**config.mk**
```make
export PLATFORM = sky130hd
export DESIGN_NAME = uart_dual_ring_buffer
export DESIGN_NICKNAME = d
export VERILOG_FILES = /design/src/rtl/core/uadrb_pkg.sv /design/src/rtl/core/uadrb_ctrl.sv /design/src/rtl/core/uadrb_dpath.sv /design/src/rtl/core/uart_dual_ring_buffer.sv
export VERILOG_INCLUDE_DIRS = /design/src /design/src/rtl/core
export SDC_FILE = /design/constraint.sdc
export NUM_CORES = 1
export LEC_CHECK = 0
export ABC_CLOCK_PERIOD_IN_PS = 4300
export BUFFER_PORTS_ARGS = -buffer_cell sky130_fd_sc_hd__buf_4
export CELL_PAD_IN_SITES_DETAIL_PLACEMENT = 0
export CELL_PAD_IN_SITES_GLOBAL_PLACEMENT = 1
export CORE_ASPECT_RATIO = 0.8
export CORE_MARGIN = 4
export CORE_UTILIZATION = 50
export DETAILED_ROUTE_END_ITERATION = 8
export PLACE_DENSITY = 0.8
export RECOVER_POWER = 100
export SLEW_MARGIN = 20
export SYNTH_ARGS = -nofsm -noshare
export SYNTH_HDL_FRONTEND = slang
export SYNTH_SLANG_ARGS = --single-unit
```
**constraint.sdc**
```tcl
create_clock -name clk -period 4.3 [get_ports clk]
set_input_delay 0.86 -clock clk [delete_from_list [all_inputs] [get_ports clk]]
set_output_delay 0.86 -clock clk [all_outputs]
set_load 0.01 [all_outputs]
```
**src/rtl/core/uart_dual_ring_buffer_assert.svh**
```systemverilog
// Assertion macros for the dual UART ring buffer block.
`ifndef UART_DUAL_RING_BUFFER_ASSERT_SVH
`define UART_DUAL_RING_BUFFER_ASSERT_SVH

// Same-cycle implication, sampled on clk and disabled while rst_n is low.
`define UADRB_ASSERT_IMP(label, ante, cons, msg) \
  label: assert property (@(posedge clk) disable iff (!rst_n) (ante) |-> (cons)) \
    else $error(msg);

// Next-cycle implication, sampled on clk and disabled while rst_n is low.
`define UADRB_ASSERT_NXT(label, ante, cons, msg) \
  label: assert property (@(posedge clk) disable iff (!rst_n) (ante) |=> cons) \
    else $error(msg);

`endif

```
**src/rtl/core/uadrb_pkg.sv**
```systemverilog
// Shared types and constants for the dual UART ring buffer block.
package uadrb_pkg;

  localparam int RX_DEPTH_DEF   = 16;
  localparam int TX_DEPTH_DEF   = 16;
  localparam int PORT_COUNT_DEF = 2;

  typedef enum logic [2:0] {
    CMD_TX_WRITE = 3'd0,
    CMD_RX_READ  = 3'd1,
    CMD_LINE_RX  = 3'd2,
    CMD_LINE_TX  = 3'd3,
    CMD_LINE_ERR = 3'd4,
    CMD_INIT     = 3'd5
  } cmd_t;

  typedef enum logic [1:0] {
    ST_OK       = 2'd0,
    ST_TX_FULL  = 2'd1,
    ST_RX_EMPTY = 2'd2
  } status_t;

  typedef enum logic [1:0] {
    S_IDLE = 2'd0,
    S_EXEC = 2'd1,
    S_RESP = 2'd2
  } state_t;

  typedef struct packed {
    logic [2:0] command;
    logic       port_sel;
    logic [7:0] data_byte;
  } in_item_t;

  typedef struct packed {
    logic [1:0] status_code;
    logic [7:0] read_byte;
    logic       line_tx_valid;
    logic [7:0] line_tx_byte;
    logic       tx_irq_on;
    logic [4:0] rx_level;
    logic [4:0] tx_level;
    logic       rx_overflow_flag;
    logic       line_error_flag;
  } out_item_t;

  // Commands from the controller to the datapath.
  typedef struct packed {
    logic load;
    logic exec;
    logic resp;
  } ctrl_t;

endpackage

```
**src/rtl/core/uadrb_ctrl.sv**
```systemverilog
// Sequencing state machine: accept, execute, respond.
module uadrb_ctrl (
  input  logic              clk,
  input  logic              rst_n,
  input  logic              start,
  output logic              busy,
  output uadrb_pkg::ctrl_t  ctrl
);

  uadrb_pkg::state_t state_r;
  uadrb_pkg::state_t state_nxt;

  always_ff @(posedge clk) begin
    if (!rst_n) begin
      state_r <= uadrb_pkg::S_IDLE;
    end else begin
      state_r <= state_nxt;
    end
  end

  always_comb begin
    state_nxt = state_r;
    unique case (state_r)
      uadrb_pkg::S_IDLE: begin
        if (start) state_nxt = uadrb_pkg::S_EXEC;
      end
      uadrb_pkg::S_EXEC: begin
        state_nxt = uadrb_pkg::S_RESP;
      end
      uadrb_pkg::S_RESP: begin
        state_nxt = start ? uadrb_pkg::S_EXEC : uadrb_pkg::S_IDLE;
      end
      default: begin
        state_nxt = uadrb_pkg::S_IDLE;
      end
    endcase
  end

  // The response cycle only drives registered results, so a new item may enter then.
  always_comb begin
    busy      = (state_r == uadrb_pkg::S_EXEC);
    ctrl.load = start && !busy;
    ctrl.exec = (state_r == uadrb_pkg::S_EXEC);
    ctrl.resp = (state_r == uadrb_pkg::S_RESP);
  end

endmodule

```
**src/rtl/core/uadrb_dpath.sv**
```systemverilog
// Ring pointers, counters, flags, byte memories and result register.
module uadrb_dpath #(
  parameter int RX_DEPTH   = uadrb_pkg::RX_DEPTH_DEF,
  parameter int TX_DEPTH   = uadrb_pkg::TX_DEPTH_DEF,
  parameter int PORT_COUNT = uadrb_pkg::PORT_COUNT_DEF
) (
  input  logic                 clk,
  input  logic                 rst_n,
  input  uadrb_pkg::ctrl_t     ctrl,
  input  uadrb_pkg::in_item_t  in_item,
  output uadrb_pkg::out_item_t out_item
);

  localparam int PW  = (PORT_COUNT > 1) ? $clog2(PORT_COUNT) : 1;
  localparam int RPW = $clog2(RX_DEPTH);
  localparam int TPW = $clog2(TX_DEPTH);
  localparam int RFW = $clog2(RX_DEPTH + 1);
  localparam int TFW = $clog2(TX_DEPTH + 1);
  localparam int RAW = $clog2(PORT_COUNT * RX_DEPTH);
  localparam int TAW = $clog2(PORT_COUNT * TX_DEPTH);

  uadrb_pkg::in_item_t item_r;

  logic [RPW-1:0] rx_head_r [PORT_COUNT];
  logic [RPW-1:0] rx_tail_r [PORT_COUNT];
  logic [RFW-1:0] rx_fill_r [PORT_COUNT];
  logic [TPW-1:0] tx_head_r [PORT_COUNT];
  logic [TPW-1:0] tx_tail_r [PORT_COUNT];
  logic [TFW-1:0] tx_fill_r [PORT_COUNT];
  logic           irq_r     [PORT_COUNT];
  logic           ovf_r     [PORT_COUNT];
  logic           err_r     [PORT_COUNT];

  logic [7:0] rx_mem [PORT_COUNT * RX_DEPTH];
  logic [7:0] tx_mem [PORT_COUNT * TX_DEPTH];
  logic [7:0] rx_q_r;
  logic [7:0] tx_q_r;

  uadrb_pkg::out_item_t res_r;
  uadrb_pkg::out_item_t res_nxt;
  logic                 rd_ok_r;

  logic           port_ok;
  logic [PW-1:0]  pidx;
  logic [RPW-1:0] rx_h, rx_t, rx_h_nxt, rx_t_nxt;
  logic [RFW-1:0] rx_f, rx_f_nxt;
  logic [TPW-1:0] tx_h, tx_t, tx_h_nxt, tx_t_nxt;
  logic [TFW-1:0] tx_f, tx_f_nxt;
  logic           irq_nxt, ovf_nxt, err_nxt;
  logic           rx_we, rx_re, tx_we, tx_re, rd_ok, txv;
  uadrb_pkg::status_t st;
  logic [RAW-1:0] rx_waddr, rx_raddr;
  logic [TAW-1:0] tx_waddr, tx_raddr;
  logic [RFW+4:0] rx_lvl_ext;
  logic [TFW+4:0] tx_lvl_ext;
  logic           do_upd;

  always_ff @(posedge clk) begin
    if (ctrl.load) item_r <= in_item;
  end

  always_comb begin
    port_ok = (32'(item_r.port_sel) < PORT_COUNT);
    pidx    = PW'(item_r.port_sel);
    rx_h    = rx_head_r[pidx];
    rx_t    = rx_tail_r[pidx];
    rx_f    = rx_fill_r[pidx];
    tx_h    = tx_head_r[pidx];
    tx_t    = tx_tail_r[pidx];
    tx_f    = tx_fill_r[pidx];
  end

  // Next state of the addressed port for the latched command.
  always_comb begin
    rx_h_nxt = rx_h;
    rx_t_nxt = rx_t;
    rx_f_nxt = rx_f;
    tx_h_nxt = tx_h;
    tx_t_nxt = tx_t;
    tx_f_nxt = tx_f;
    irq_nxt  = irq_r[pidx];
    ovf_nxt  = ovf_r[pidx];
    err_nxt  = err_r[pidx];
    rx_we    = 1'b0;
    rx_re    = 1'b0;
    tx_we    = 1'b0;
    tx_re    = 1'b0;
    rd_ok    = 1'b0;
    txv      = 1'b0;
    st       = uadrb_pkg::ST_OK;
    case (uadrb_pkg::cmd_t'(item_r.command))
      uadrb_pkg::CMD_TX_WRITE: begin
        if (tx_f == TFW'(TX_DEPTH)) begin
          st = uadrb_pkg::ST_TX_FULL;
        end else begin
          tx_we    = 1'b1;
          tx_h_nxt = (tx_h == TPW'(TX_DEPTH - 1)) ? '0 : tx_h + TPW'(1);
          tx_f_nxt = tx_f + TFW'(1);
          irq_nxt  = 1'b1;
        end
      end
      uadrb_pkg::CMD_RX_READ: begin
        if (rx_f == '0) begin
          st = uadrb_pkg::ST_RX_EMPTY;
        end else begin
          rx_re    = 1'b1;
          rd_ok    = 1'b1;
          rx_t_nxt = (rx_t == RPW'(RX_DEPTH - 1)) ? '0 : rx_t + RPW'(1);
          rx_f_nxt = rx_f - RFW'(1);
        end
      end
      uadrb_pkg::CMD_LINE_RX: begin
        if (rx_f != RFW'(RX_DEPTH)) begin
          rx_we    = 1'b1;
          rx_h_nxt = (rx_h == RPW'(RX_DEPTH - 1)) ? '0 : rx_h + RPW'(1);
          rx_f_nxt = rx_f + RFW'(1);
        end else begin
          ovf_nxt = 1'b1;
        end
      end
      uadrb_pkg::CMD_LINE_TX: begin
        if (tx_f != '0) begin
          tx_re    = 1'b1;
          txv      = 1'b1;
          tx_t_nxt = (tx_t == TPW'(TX_DEPTH - 1)) ? '0 : tx_t + TPW'(1);
          tx_f_nxt = tx_f - TFW'(1);
        end else begin
          irq_nxt = 1'b0;
        end
      end
      uadrb_pkg::CMD_LINE_ERR: begin
        err_nxt = 1'b1;
      end
      uadrb_pkg::CMD_INIT: begin
        rx_h_nxt = '0;
        rx_t_nxt = '0;
        rx_f_nxt = '0;
        tx_h_nxt = '0;
        tx_t_nxt = '0;
        tx_f_nxt = '0;
        irq_nxt  = 1'b0;
        ovf_nxt  = 1'b0;
        err_nxt  = 1'b0;
      end
      default: begin
      end
    endcase
  end

  assign do_upd = ctrl.exec && port_ok;

  always_ff @(posedge clk) begin
    if (!rst_n) begin
      for (int p = 0; p < PORT_COUNT; p++) begin
        rx_head_r[p] <= '0;
        rx_tail_r[p] <= '0;
        rx_fill_r[p] <= '0;
        tx_head_r[p] <= '0;
        tx_tail_r[p] <= '0;
        tx_fill_r[p] <= '0;
        irq_r[p]     <= 1'b0;
        ovf_r[p]     <= 1'b0;
        err_r[p]     <= 1'b0;
      end
    end else if (do_upd) begin
      rx_head_r[pidx] <= rx_h_nxt;
      rx_tail_r[pidx] <= rx_t_nxt;
      rx_fill_r[pidx] <= rx_f_nxt;
      tx_head_r[pidx] <= tx_h_nxt;
      tx_tail_r[pidx] <= tx_t_nxt;
      tx_fill_r[pidx] <= tx_f_nxt;
      irq_r[pidx]     <= irq_nxt;
      ovf_r[pidx]     <= ovf_nxt;
      err_r[pidx]     <= err_nxt;
    end
  end

  // Each port owns a contiguous slice of each byte memory.
  always_comb begin
    rx_waddr = RAW'(32'(pidx) * RX_DEPTH + 32'(rx_h));
    rx_raddr = RAW'(32'(pidx) * RX_DEPTH + 32'(rx_t));
    tx_waddr = TAW'(32'(pidx) * TX_DEPTH + 32'(tx_h));
    tx_raddr = TAW'(32'(pidx) * TX_DEPTH + 32'(tx_t));
  end

  always_ff @(posedge clk) begin
    if (do_upd && rx_we) rx_mem[rx_waddr] <= item_r.data_byte;
    if (do_upd && rx_re) rx_q_r <= rx_mem[rx_raddr];
  end

  always_ff @(posedge clk) begin
    if (do_upd && tx_we) tx_mem[tx_waddr] <= item_r.data_byte;
    if (do_upd && tx_re) tx_q_r <= tx_mem[tx_raddr];
  end

  // Levels report the low five bits of the fill counts.
  always_comb begin
    rx_lvl_ext = {5'b0, rx_f_nxt};
    tx_lvl_ext = {5'b0, tx_f_nxt};
    res_nxt    = '0;
    if (port_ok) begin
      res_nxt.status_code      = st;
      res_nxt.line_tx_valid    = txv;
      res_nxt.tx_irq_on        = irq_nxt;
      res_nxt.rx_level         = rx_lvl_ext[4:0];
      res_nxt.tx_level         = tx_lvl_ext[4:0];
      res_nxt.rx_overflow_flag = ovf_nxt;
      res_nxt.line_error_flag  = err_nxt;
    end
  end

  always_ff @(posedge clk) begin
    if (ctrl.exec) res_r <= res_nxt;
  end

  always_ff @(posedge clk) begin
    if (!rst_n) begin
      rd_ok_r <= 1'b0;
    end else if (ctrl.exec) begin
      rd_ok_r <= rd_ok && port_ok;
    end
  end

  always_comb begin
    out_item              = res_r;
    out_item.read_byte    = rd_ok_r ? rx_q_r : '0;
    out_item.line_tx_byte = res_r.line_tx_valid ? tx_q_r : '0;
  end

endmodule

```
**src/rtl/core/uart_dual_ring_buffer.sv**
```systemverilog
// Top level of the dual UART ring buffer block.
//
// The block keeps a receive ring and a transmit ring for each serial port,
// together with a transmit interrupt enable and two sticky flags per port.
// The input channel takes one item (command, port, data byte) at a rising
// edge where start is high and busy is low. Each item produces exactly one
// result, shown on out_item for a single cycle while out_valid is high.
// The receiver cannot hold results off, so the block never stalls on it.
// An item accepted at edge N executes in the following cycle and its
// result is shown in the cycle after that. Busy is high only in the execute
// cycle, and a new item may be accepted while the previous result is on
// display, so the block takes a new item before it is through with the last.
// The execute cycle is separate because the item is latched on acceptance,
// and the rings, the byte memory read port and the result register are only
// updated from the latched item at the end of the execute cycle.
// Reset is synchronous and active low; it clears all pointers, counts,
// flags and enables and returns the sequencer to idle. Ring contents are
// not cleared and need no clearing pass, since a slot is only read after
// it has been written.
module uart_dual_ring_buffer #(
  parameter int RX_DEPTH   = uadrb_pkg::RX_DEPTH_DEF,
  parameter int TX_DEPTH   = uadrb_pkg::TX_DEPTH_DEF,
  parameter int PORT_COUNT = uadrb_pkg::PORT_COUNT_DEF
) (
  input  logic                 clk,
  input  logic                 rst_n,
  input  logic                 start,
  output logic                 busy,
  input  uadrb_pkg::in_item_t  in_item,
  output logic                 out_valid,
  output uadrb_pkg::out_item_t out_item
);

  `include "uart_dual_ring_buffer_assert.svh"

  uadrb_pkg::ctrl_t ctrl;

  // The sequencer decides when the datapath latches, executes and responds.
  uadrb_ctrl u_ctrl (
    .clk   (clk),
    .rst_n (rst_n),
    .start (start),
    .busy  (busy),
    .ctrl  (ctrl)
  );

  // The datapath holds all ring state and builds the registered result.
  uadrb_dpath #(
    .RX_DEPTH   (RX_DEPTH),
    .TX_DEPTH   (TX_DEPTH),
    .PORT_COUNT (PORT_COUNT)
  ) u_dpath (
    .clk      (clk),
    .rst_n    (rst_n),
    .ctrl     (ctrl),
    .in_item  (in_item),
    .out_item (out_item)
  );

  // The result strobe is the response cycle of the sequencer.
  assign out_valid = ctrl.resp;

  // An accepted item is executing in the next cycle and is then answered in the response state.
  `UADRB_ASSERT_NXT(a_accept_exec, start && !busy, busy, "accepted item did not execute")
  `UADRB_ASSERT_NXT(a_accept_resp, start && !busy, ##1 out_valid, "accepted item got no result")
  // A refused host write can only come from a completely full transmit ring.
  `UADRB_ASSERT_IMP(a_full_level, out_valid && out_item.status_code == uadrb_pkg::ST_TX_FULL, out_item.tx_level == 5'(TX_DEPTH), "tx full reported below depth")
  // A read from an empty ring reports an empty ring and no byte.
  `UADRB_ASSERT_IMP(a_empty_read, out_valid && out_item.status_code == uadrb_pkg::ST_RX_EMPTY, out_item.rx_level == 5'd0 && out_item.read_byte == 8'd0, "rx empty with data")

endmodule

```
== Word level (Yosys, flattened, before mapping) ==
Memories as Yosys holds them, arrays and structs flattened. A register that Yosys moved wholly into a read port is not among the register bits.
Cells that the tools add are included.
Word-level totals
  register bits: 31
  output and inout bits: 34
  bits of input ports: 15
  logic and storage cells: 152
  memories: 11
  memory bits (writable): 570
Operators by class
  add/sub/neg operators: 12
  equality and inequality tests: 14
  reduce and logical (&&, ||, !) cells: 19
  muxes and demuxes: 84
Memory list
  u_dpath.rx_mem: depth 32, width 8, read ports 1, clocked after memory_dff 1, write ports 1, RTL line uadrb_dpath.sv:34  | logic [7:0] rx_mem [PORT_COUNT * RX_DEPTH];
  u_dpath.tx_mem: depth 32, width 8, read ports 1, clocked after memory_dff 1, write ports 1, RTL line uadrb_dpath.sv:35  | logic [7:0] tx_mem [PORT_COUNT * TX_DEPTH];
  u_dpath.rx_fill_r: depth 2, width 5, read ports 1, clocked after memory_dff 1, write ports 2, RTL line uadrb_dpath.sv:26  | logic [RFW-1:0] rx_fill_r [PORT_COUNT];
  u_dpath.tx_fill_r: depth 2, width 5, read ports 1, clocked after memory_dff 1, write ports 2, RTL line uadrb_dpath.sv:29  | logic [TFW-1:0] tx_fill_r [PORT_COUNT];
  u_dpath.rx_head_r: depth 2, width 4, read ports 1, clocked after memory_dff 1, write ports 2, RTL line uadrb_dpath.sv:24  | logic [RPW-1:0] rx_head_r [PORT_COUNT];
  u_dpath.rx_tail_r: depth 2, width 4, read ports 1, clocked after memory_dff 1, write ports 2, RTL line uadrb_dpath.sv:25  | logic [RPW-1:0] rx_tail_r [PORT_COUNT];
  +5 memories
Operator list (count)
  2-to-1 mux 1 bit: 51
  2-to-1 mux 4 bit: 12
  one-hot mux 4 bit (2 select lines): 4
  2-to-1 mux 5 bit: 6
  one-hot mux 5 bit (3 select lines): 2
  adder 5 x 4 -> 5 bit: 4
  adder 4 x 1 -> 4 bit (second input constant): 4
  equality test 4 bit (second input constant): 4
  2-to-1 mux 8 bit: 2
  OR reduction 4 bit: 4
  adder 5 x 1 -> 5 bit (second input constant): 2
  OR reduction 5 bit: 2
  subtractor 5 x 1 -> 5 bit (second input constant): 2
  equality test 3 x 2 -> 1 bit (second input constant): 2
  equality test 3 bit (second input constant): 2
  one-hot mux 2 bit (3 select lines): 1
  equality test 5 bit (second input constant): 1
  logical AND 1 bit: 5
  zero test 5 bit: 1
  != test 5 bit (second input constant): 1
  nonzero test 5 bit: 1
  2-to-1 mux 2 bit: 2
  one-hot mux 1 bit (2 select lines): 2
  one-hot mux 2 bit (2 select lines): 1
  other kinds (9): 11

== Longest topological paths before layout ==
Gate-level depths: netlist of the first run.
  word-level depth: 6
  mapped depth: 13
  mapped depth without buffers: 9

== By module ==
A second synthesis of the first run with hierarchy kept.
Unflattened totals
  cells, all modules: 1839
  area, all modules: 26681.8 µm²
Modules (own cells, without submodules)
  uadrb_dpath: area an instance 26594.3 µm², seq. area each 18417.7 µm², instances 1, cells each 1830
  uadrb_ctrl: area an instance 87.6 µm², seq. area each 40.0 µm², instances 1, cells each 9

== Least setup slack after synthesis of the first run ==
Ideal clock, no wire load.
  path type: register to register
  start: register (tool-made name)
  end: memory u_dpath.rx_mem[16][0] (enable)
  slack: 1.159 ns
  cell stages (with the launch flop): 13
  required time: 3.930 ns
  data arrival time: 2.771 ns
  library setup time: 0.370 ns
  path buffers: 4
  period minus slack after synthesis: 3.141 ns
  path through: dfxtp_1 buf_2 buf_4 buf_2 buf_4 mux2_2 inv_1 ha_1 o211ai_1 nand2_1 nor2_1 nand2_1 nor2_1
RTL lines (RTL line)
  end, declared: uadrb_dpath.sv:34

==> results of run 1 <==
-- metrics by stage --
step | total power, W | util, % | cells
3_3_place_gp | 0.007952 | 53.27 | 2585
3_5_place_dp | 0.007967 | 53.31 | 2585
2_1_floorplan | 0.007572 | - | 1902
6_report | 0.01310 | 56.77 | 2686
5_1_grt | 0.01352 | 56.77 | 2686
4_1_cts | 0.01314 | 57.04 | 2686
-- synthesized netlist by cell type (28+ instances only) --
| cell type | number |
|---|---|
| nand2_1 | 222 |
| edfxtp_1 | 608 |
| clkbuf_1 | 55 |
| nand3_1 | 41 |
| o21ai_0 | 64 |
| nor3_1 | 28 |
| o22ai_1 | 55 |
| inv_1 | 32 |
| a22oi_1 | 52 |
| nor2_1 | 179 |
| nand2b_1 | 80 |
| mux2i_1 | 104 |
| a21oi_1 | 56 |
-- area by class of cell --
| cell class | count | area, um^2 |
|---|---|---|
| timing repair buffer | 90 | 550.5 |
| sequential | 618 | 18460 |
| tap | 684 | 855.8 |
| inverter | 35 | 136.4 |
| multi-input combinational | 1158 | 7302 |
| clock inverter | 38 | 470.5 |
| fill | 4165 | 22250 |
| clock buffer | 63 | 1449 |
-- report_power, final --
group | switching [W] | internal, W
registers | 0.0000571 | 0.00669
logic | 0.000754 | 0.000355
clock network | 0.00216 | 0.00307
total | 0.00297 | 0.0101
-- registers in the layout, summed over array words and instances (netlist names), 8 cells and up, named ones only --
signal / cells
u_dpath.rx_mem: 256
u_dpath.tx_mem: 256
u_dpath.out_item: 16
u_dpath.item_r: 11
u_dpath.rx_fill_r: 10
u_dpath.tx_fill_r: 10
u_dpath.rx_head_r: 8
u_dpath.rx_q_r: 8
u_dpath.rx_tail_r: 8
u_dpath.tx_head_r: 8
u_dpath.tx_q_r: 8
u_dpath.tx_tail_r: 8
-- layout by cell type, fill, tap and decap left out, types with 11 or more instances in the layout --
master,count
a22oi_1,52
nand3_1,41
clkinv_2,14
and3_1,11
ha_1,14
nor3_1,29
mux2i_1,102
and2_0,22
clkbuf_4,11
clkbuf_16,57
a32oi_1,18
a21oi_1,56
a32o_1,20
edfxtp_1,608
a31oi_1,24
inv_1,33
o21ai_0,64
nand2b_1,80
nor2_1,179
nand2_1,222
o22ai_1,55
mux4_2,19
clkbuf_1,40
buf_4,40
o211ai_1,12
a221oi_1,16
nor2b_1,18
bufinv_16,11
-- worst max-delay path by stage --
stage,to
after global routing,u_dpath.rx_tail_r[1][3]
after detailed placement,u_dpath.rx_tail_r[0][3]
after floorplan,u_dpath.rx_mem[16][0]
after global placement,u_dpath.rx_tail_r[1][3]
after CTS,u_dpath.rx_tail_r[0][3]
final,u_dpath.rx_tail_r[0][3]
-- metal layers --
metal / vias up / routed length (um) / GRT usage (%)
met5: - / 0 / 0
met4: 0 / 1787 / 6.701
met3: 116 / 6243 / 4.159
met2: 895 / 30710 / 37.09
met1: 8327 / 28400 / 34.46
li1: 7403 / - / -
-- cells by family (layout without fill, tap and decap cells) --
kind of cell	count (synthesis)	in the layout
AND/OR/NAND/NOR	640	640
flip-flops	618	618
AO/OA/AOI/OAI	369	369
multiplexers	132	132
buffers and inverters	126	226
adder cells (fa/ha/maj)	14	14
XOR/XNOR	3	3
==> results.md, run 1 <==
- Status: finished, violations left
- Failing checks: max-capacitance violations, max-slew violations
- Synth Register Bits: 618
- Antenna-violating nets left: 0
- Initial core utilization: approximately half
- Clock transition at path regs: around 60 ps
- Peak Freq: around 250 MHz
- Fin. Hold Viols: 0
- Residual DRC: 0
- Ranking of synthesized cells by area: edfxtp_1 70%, mux2i_1 4.0%, nand2_1 3.2%
- Max-cap violations: 9
- Worst Hold Slack: ~430 ps
- Postcts setup bufs: 0
- Global Route Usage Sum: a little under a quarter
- Post-synth top flop: edfxtp_1
- First-pass GRT wire length: between 100 and 150 mm
- Largest family of logic cells by synthesized area: simple AND/OR/NAND/NOR gates
- Arr. time, crit path: approximately 4500 ps
- Startpoint Class: flop
- Post-route cell area: approximately 29000 um^2
- Vias/cell: roughly 6.2
- CP Class: flop to flop
- Crit share post-route: ~94%
- Iteration-0 DRC Markers: roughly 2000
- Worst-path cell chain: buf_4 > nor2b_1 > nor2_2 > inv_1 > ha_1 > o21ai_0 > a32oi_1 > o22a_1 > nor2_1
- Yosys synthesis warning count: 0
- Syn Std Cell Area: between 20000 and 30000 um^2
- Final nets: ~2000
- Post-DP Area: 27450 um^2
- Adder-Cell Fraction of Synth Area: less than 1%
- Fraction of registers with async set/reset: 0%
- Post-detailed-routing wire length: 67.15 mm
- Clk_lat worst skew: around 600 ps
- R2r worst-path depth: 9
- Die width: between 200 and 300 um
- DP Worst Slack: between 400 and 500 ps
- LEAKAGE: approximately 9.6 nW
- Drt pass-1 iters: 6
- Largest net degree at the start of global routing: 75
- Drt wl/cell: approximately 25 um
- Vias in the first global route: about 16000
- Multiplexer share of the synthesized area: under 10%
- CTS tree: yes
- Worst Tran Pin Value: 3866 ps
- Sinks on Clock Net: between 600 and 700
- Die Y: around 210 um
- Post-synthesis compound-gate area fraction: under 10%
- DIE AREA: between 50000 and 60000 um^2
- Hold Buf Count CTS: 0
- Vias after detailed routing: 16740
- Critical path depth: 9
- Crit. End Element: flop
- CP Data Required Time: 4720 ps
- I/O pin cnt: between 40 and 50
- Sequential area share after synthesis: between 70% and 80%
- RSZ-0062 raised after global routing: no
- Min-delay src: u_ctrl.state_r[0]
- Reg-to-reg critical path endpoint: u_dpath.rx_tail_r[0][3]
- Core Area: around 50000 um^2
- VDD IR max: 365.8 uV
- Pwr Density: about 450 nW/um^2
- Gate Count Post-Synth: about 1900
- Minimum clock period: a little over 4000 ps
- Top delay family on crit path: simple AND/OR/NAND/NOR gates
- Initial antenna violation count: 2
- Setup TNS: 0 ps
- Critical Path Fanout Max: 48
- Hold path cells: 1
- PortBufs: 48
- CP bufs+invs: 2
- Post-synthesis xor/xnor area fraction: 0.1001%
- Hold/Removal Path Class: flop to flop
- Site Rows: 74
- R2R setup slack: 240 ps
- Layout cells sized above 1: under 10%
- Dpl hpwl: around 42 mm
- H-tree Lvls: 2
- Slowest cell delay on critical path: between 800 and 900 ps
- Yosys top cell area share: 69.57%
- Hold Path Sink: u_ctrl.state_r[0]
- Skew final: approximately 18 ps
- Largest area contributor in the netlist: edfxtp_1
- CTS resizes: 0
- Area growth syn-to-layout: 11.37%
- Final Setup Violations: 0
- Fin. max-slew vios: around 550
- Simple-gate share of the synthesized area: 11.22%
- Unique masters post-synth: between 60 and 70
- Clock Tree Root: clkbuf_16
- Antenna cells: 0
- Final worst slack: about 240 ps
- Gpl congestion: between 0.8 and 0.9
- Syn Area/Cell: between 10 and 15 um^2
- Syn_nets: approximately 1900
- Post-synth EDFFs: ~610
- Slowest-stage cell, CP: nor2_2
- CTS Buf Count: 56
- Total gr overflow: 0
- Slew margin rel.: -157.7%
- CTS Buffer Depth: 3
(Power assumes the default switching activity.)
==> inputs of run 2 (changes only) <==
CORE_ASPECT_RATIO = 1.25   (was 0.8)
==> run 2 against run 1 <==
The flow still finishes with violations (max-capacitance violations, max-slew violations). Final cell count unchanged. Register-to-register slack better by 190 ps. Design area is 0.18% higher. Combinational power is essentially flat. Critical path type unchanged. Worst setup slack better by 190 ps. First-iteration DRC count decreased by 27%. Largest cell class unchanged. Count of clock-buffer cells in the layout increased by 10. Routed wire length down 1.4%. Non-clock buffer count increased by 15.
==> results.md, run 2 (same netlist as run 1, synthesis figures left out) <==
- Status: finished, violations left
- Failing checks: max-capacitance violations, max-slew violations
- Total gr overflow: 0 (unchanged)
- Critical path depth: 7 (-2)
- Clock transition at path regs: 70 ps (about the same)
- CP dominant cell by count: nor2_1
- Worst-path cell chain: and2b_1 > nor2_1 > inv_1 > mux4_2 > nor2_1 > or4_1 > a22oi_1
- VDD IR max: 384.0 uV (+5.0%)
- Clk_lat worst skew: 620 ps (+20 ps)
- Gpl congestion: 0.8885 (+0.14%)
- Slowest-stage cell, CP: inv_1
- Vias after detailed routing: 16370 (-2.2%)
- CP Class: flop to flop
- CTS resizes: 0 (unchanged)
- DIE AREA: 56240 um^2 (about the same)
- Fill count: 4124 (-0.98%)
- CP bufs+invs: 1 (-1)
- First-pass GRT wire length: 98.88 mm (-1.9%)
- Residual DRC: 0 (unchanged)
- DP Worst Slack: 721.9 ps (+254.8 ps)
- Pwr Density: 445.8 nW/um^2 (-0.52%)
- H-tree Lvls: 2 (unchanged)
- Sinks on Clock Net: 618 (unchanged)
- Postcts setup bufs: 0 (unchanged)
- CTS Buffer Depth: 3 (unchanged)
- Layout cells sized above 1: 9.302% (+0.16 points)
- Final nets: 2005 (+0.86%)
- Antenna cells: 0 (unchanged)
- Post-detailed-routing wire length: 66.19 mm (-1.4%)
- Site Rows: 93 (+26%)
- Crit. End Element: flop
- Multi-input gate area in the final layout: 7266 um^2 (-0.50%)
- Initial antenna violation count: 1 (-1)
- Iteration-0 DRC Markers: 1460 (-27%)
- Vias in the first global route: 16260 (+1.6%)
- PortBufs: 48 (unchanged)
- Largest net degree at the start of global routing: 65 (-13%)
- Worst Tran Pin Value: 3830 ps (-35.53 ps)
- I/O pin cnt: 49 (unchanged)
- Critical Path Fanout Max: 47 (-2.1%)
- Arr. time, crit path: 4280 ps (-210 ps)
- R2r worst-path depth: 7 (-2)
- Slowest cell delay on critical path: 970 ps (+160 ps)
- Final Setup Violations: 0 (unchanged)
- Hold/Removal Path Class: primary input to flop
- Crit share post-route: 89.98% (-4.5 points)
- Area growth syn-to-layout: 11.57%
- Minimum clock period: 3869 ps (-193.1 ps)
- Initial core utilization: 50.68% (-0.30 points)
- Clock Tree Root: clkbuf_16
- Global Route Usage Sum: 23.25% (-0.34 points)
- Max-cap violations: 10 (+1)
- Dpl hpwl: 41.12 mm (-1.1%)
- Die Y: 264.1 um (+24%)
- CTS Buf Count: 58 (+3.6%)
- CTS tree: yes
- RSZ-0062 raised after global routing: no
- CP Data Required Time: 4710 ps (about the same)
- Die width: 212.9 um (-19%)
- Vias/cell: 6.096 (-2.2%)
- Commonest non-fill, non-tap cell in the layout: edfxtp_1
- Antenna-violating nets left: 0 (unchanged)
- Skew final: 17.64 ps (-0.2481 ps)
- Setup TNS: 0 ps (unchanged)
- Sequential cell area: 18460 um^2 (unchanged)
- Drt pass-1 iters: 5 (-1)
- Slew margin rel.: -155.3% (+2.4 points)
- Drt wl/cell: 24.64 um (-1.4%)
- Commonest cells after routing, fill and taps aside: 608 x edfxtp_1, 222 x nand2_1, 180 x nor2_1
- Final worst slack: 430.7 ps (+193.1 ps)
- Fin. max-slew vios: 586 (+6.0%)
- Fin. Hold Viols: 0 (unchanged)
- Hold Buf Count CTS: 0 (unchanged)
- Hold path cells: 1 (unchanged)
- Top delay family on crit path: simple AND/OR/NAND/NOR gates
- LEAKAGE: 9.674 nW (+0.49%)
- Startpoint Class: flop
- Core Area: 51780 um^2 (+0.59%)
- Peak Freq: 258.4 MHz (+5.0%)
==> run 2: through the flow <==
step                area (um^2)  hold WS [ps]  std cells  power [W]  util, %
floorplan                 26240         411.9       1902   0.007572        -
global placement          27540         421.7       2581   0.007969    53.18
detailed placement        27540         433.6       2581   0.007985    53.18
CTS                       29480         378.9       2686    0.01315    56.92
global route              29280         408.6       2686    0.01349    56.54
finish                    29280         441.0       2686    0.01305    56.54
==> run 2: path summary, 6_finish.rpt <==
check	slack (ps)	startpoint	to
worst max register to register	430	flop	u_dpath.tx_q_r[1]
worst max-delay path	430	flop	u_dpath.tx_q_r[1]
worst min register to register	440	u_ctrl.state_r[0]	u_ctrl.state_r[0]
worst min-delay path	440	in_item[4]	u_dpath.item_r[4]
==> run 2: metal layers <==
layer / track usage, % / up-vias / wire [um]
met4: 8.481 / 0 / 2460
met3: 3.290 / 143 / 3684
li1: - / 7432 / -
met5: 0 / - / 0
met1: 28.93 / 8181 / 25330
met2: 41.24 / 618 / 34720
==> run 2: worst reg2reg max path, delay by kind of cell (launching register included) <==
kind            cells  cell delay, ps
compound gates      1             290
flops               1             520
buf+inv             1             970
simple gates        4            1470
mux                 1             430
==> run 2: power breakdown <==
part | internal (W) | switching [W]
clock | 0.00304 | 0.00215
sequential | 0.00669 | 0.0000497
combinational | 0.000360 | 0.000758
total | 0.0101 | 0.00296
==> run 2: final cells by class <==
class	instances	area share, %
flip-flops and latches	618	63.05
multi-input cells	1158	24.82
clock buffers	73	5.325
well taps	665	2.842
repair buffers	105	2.201
clock inverters	32	1.299
inverters	35	0.4658
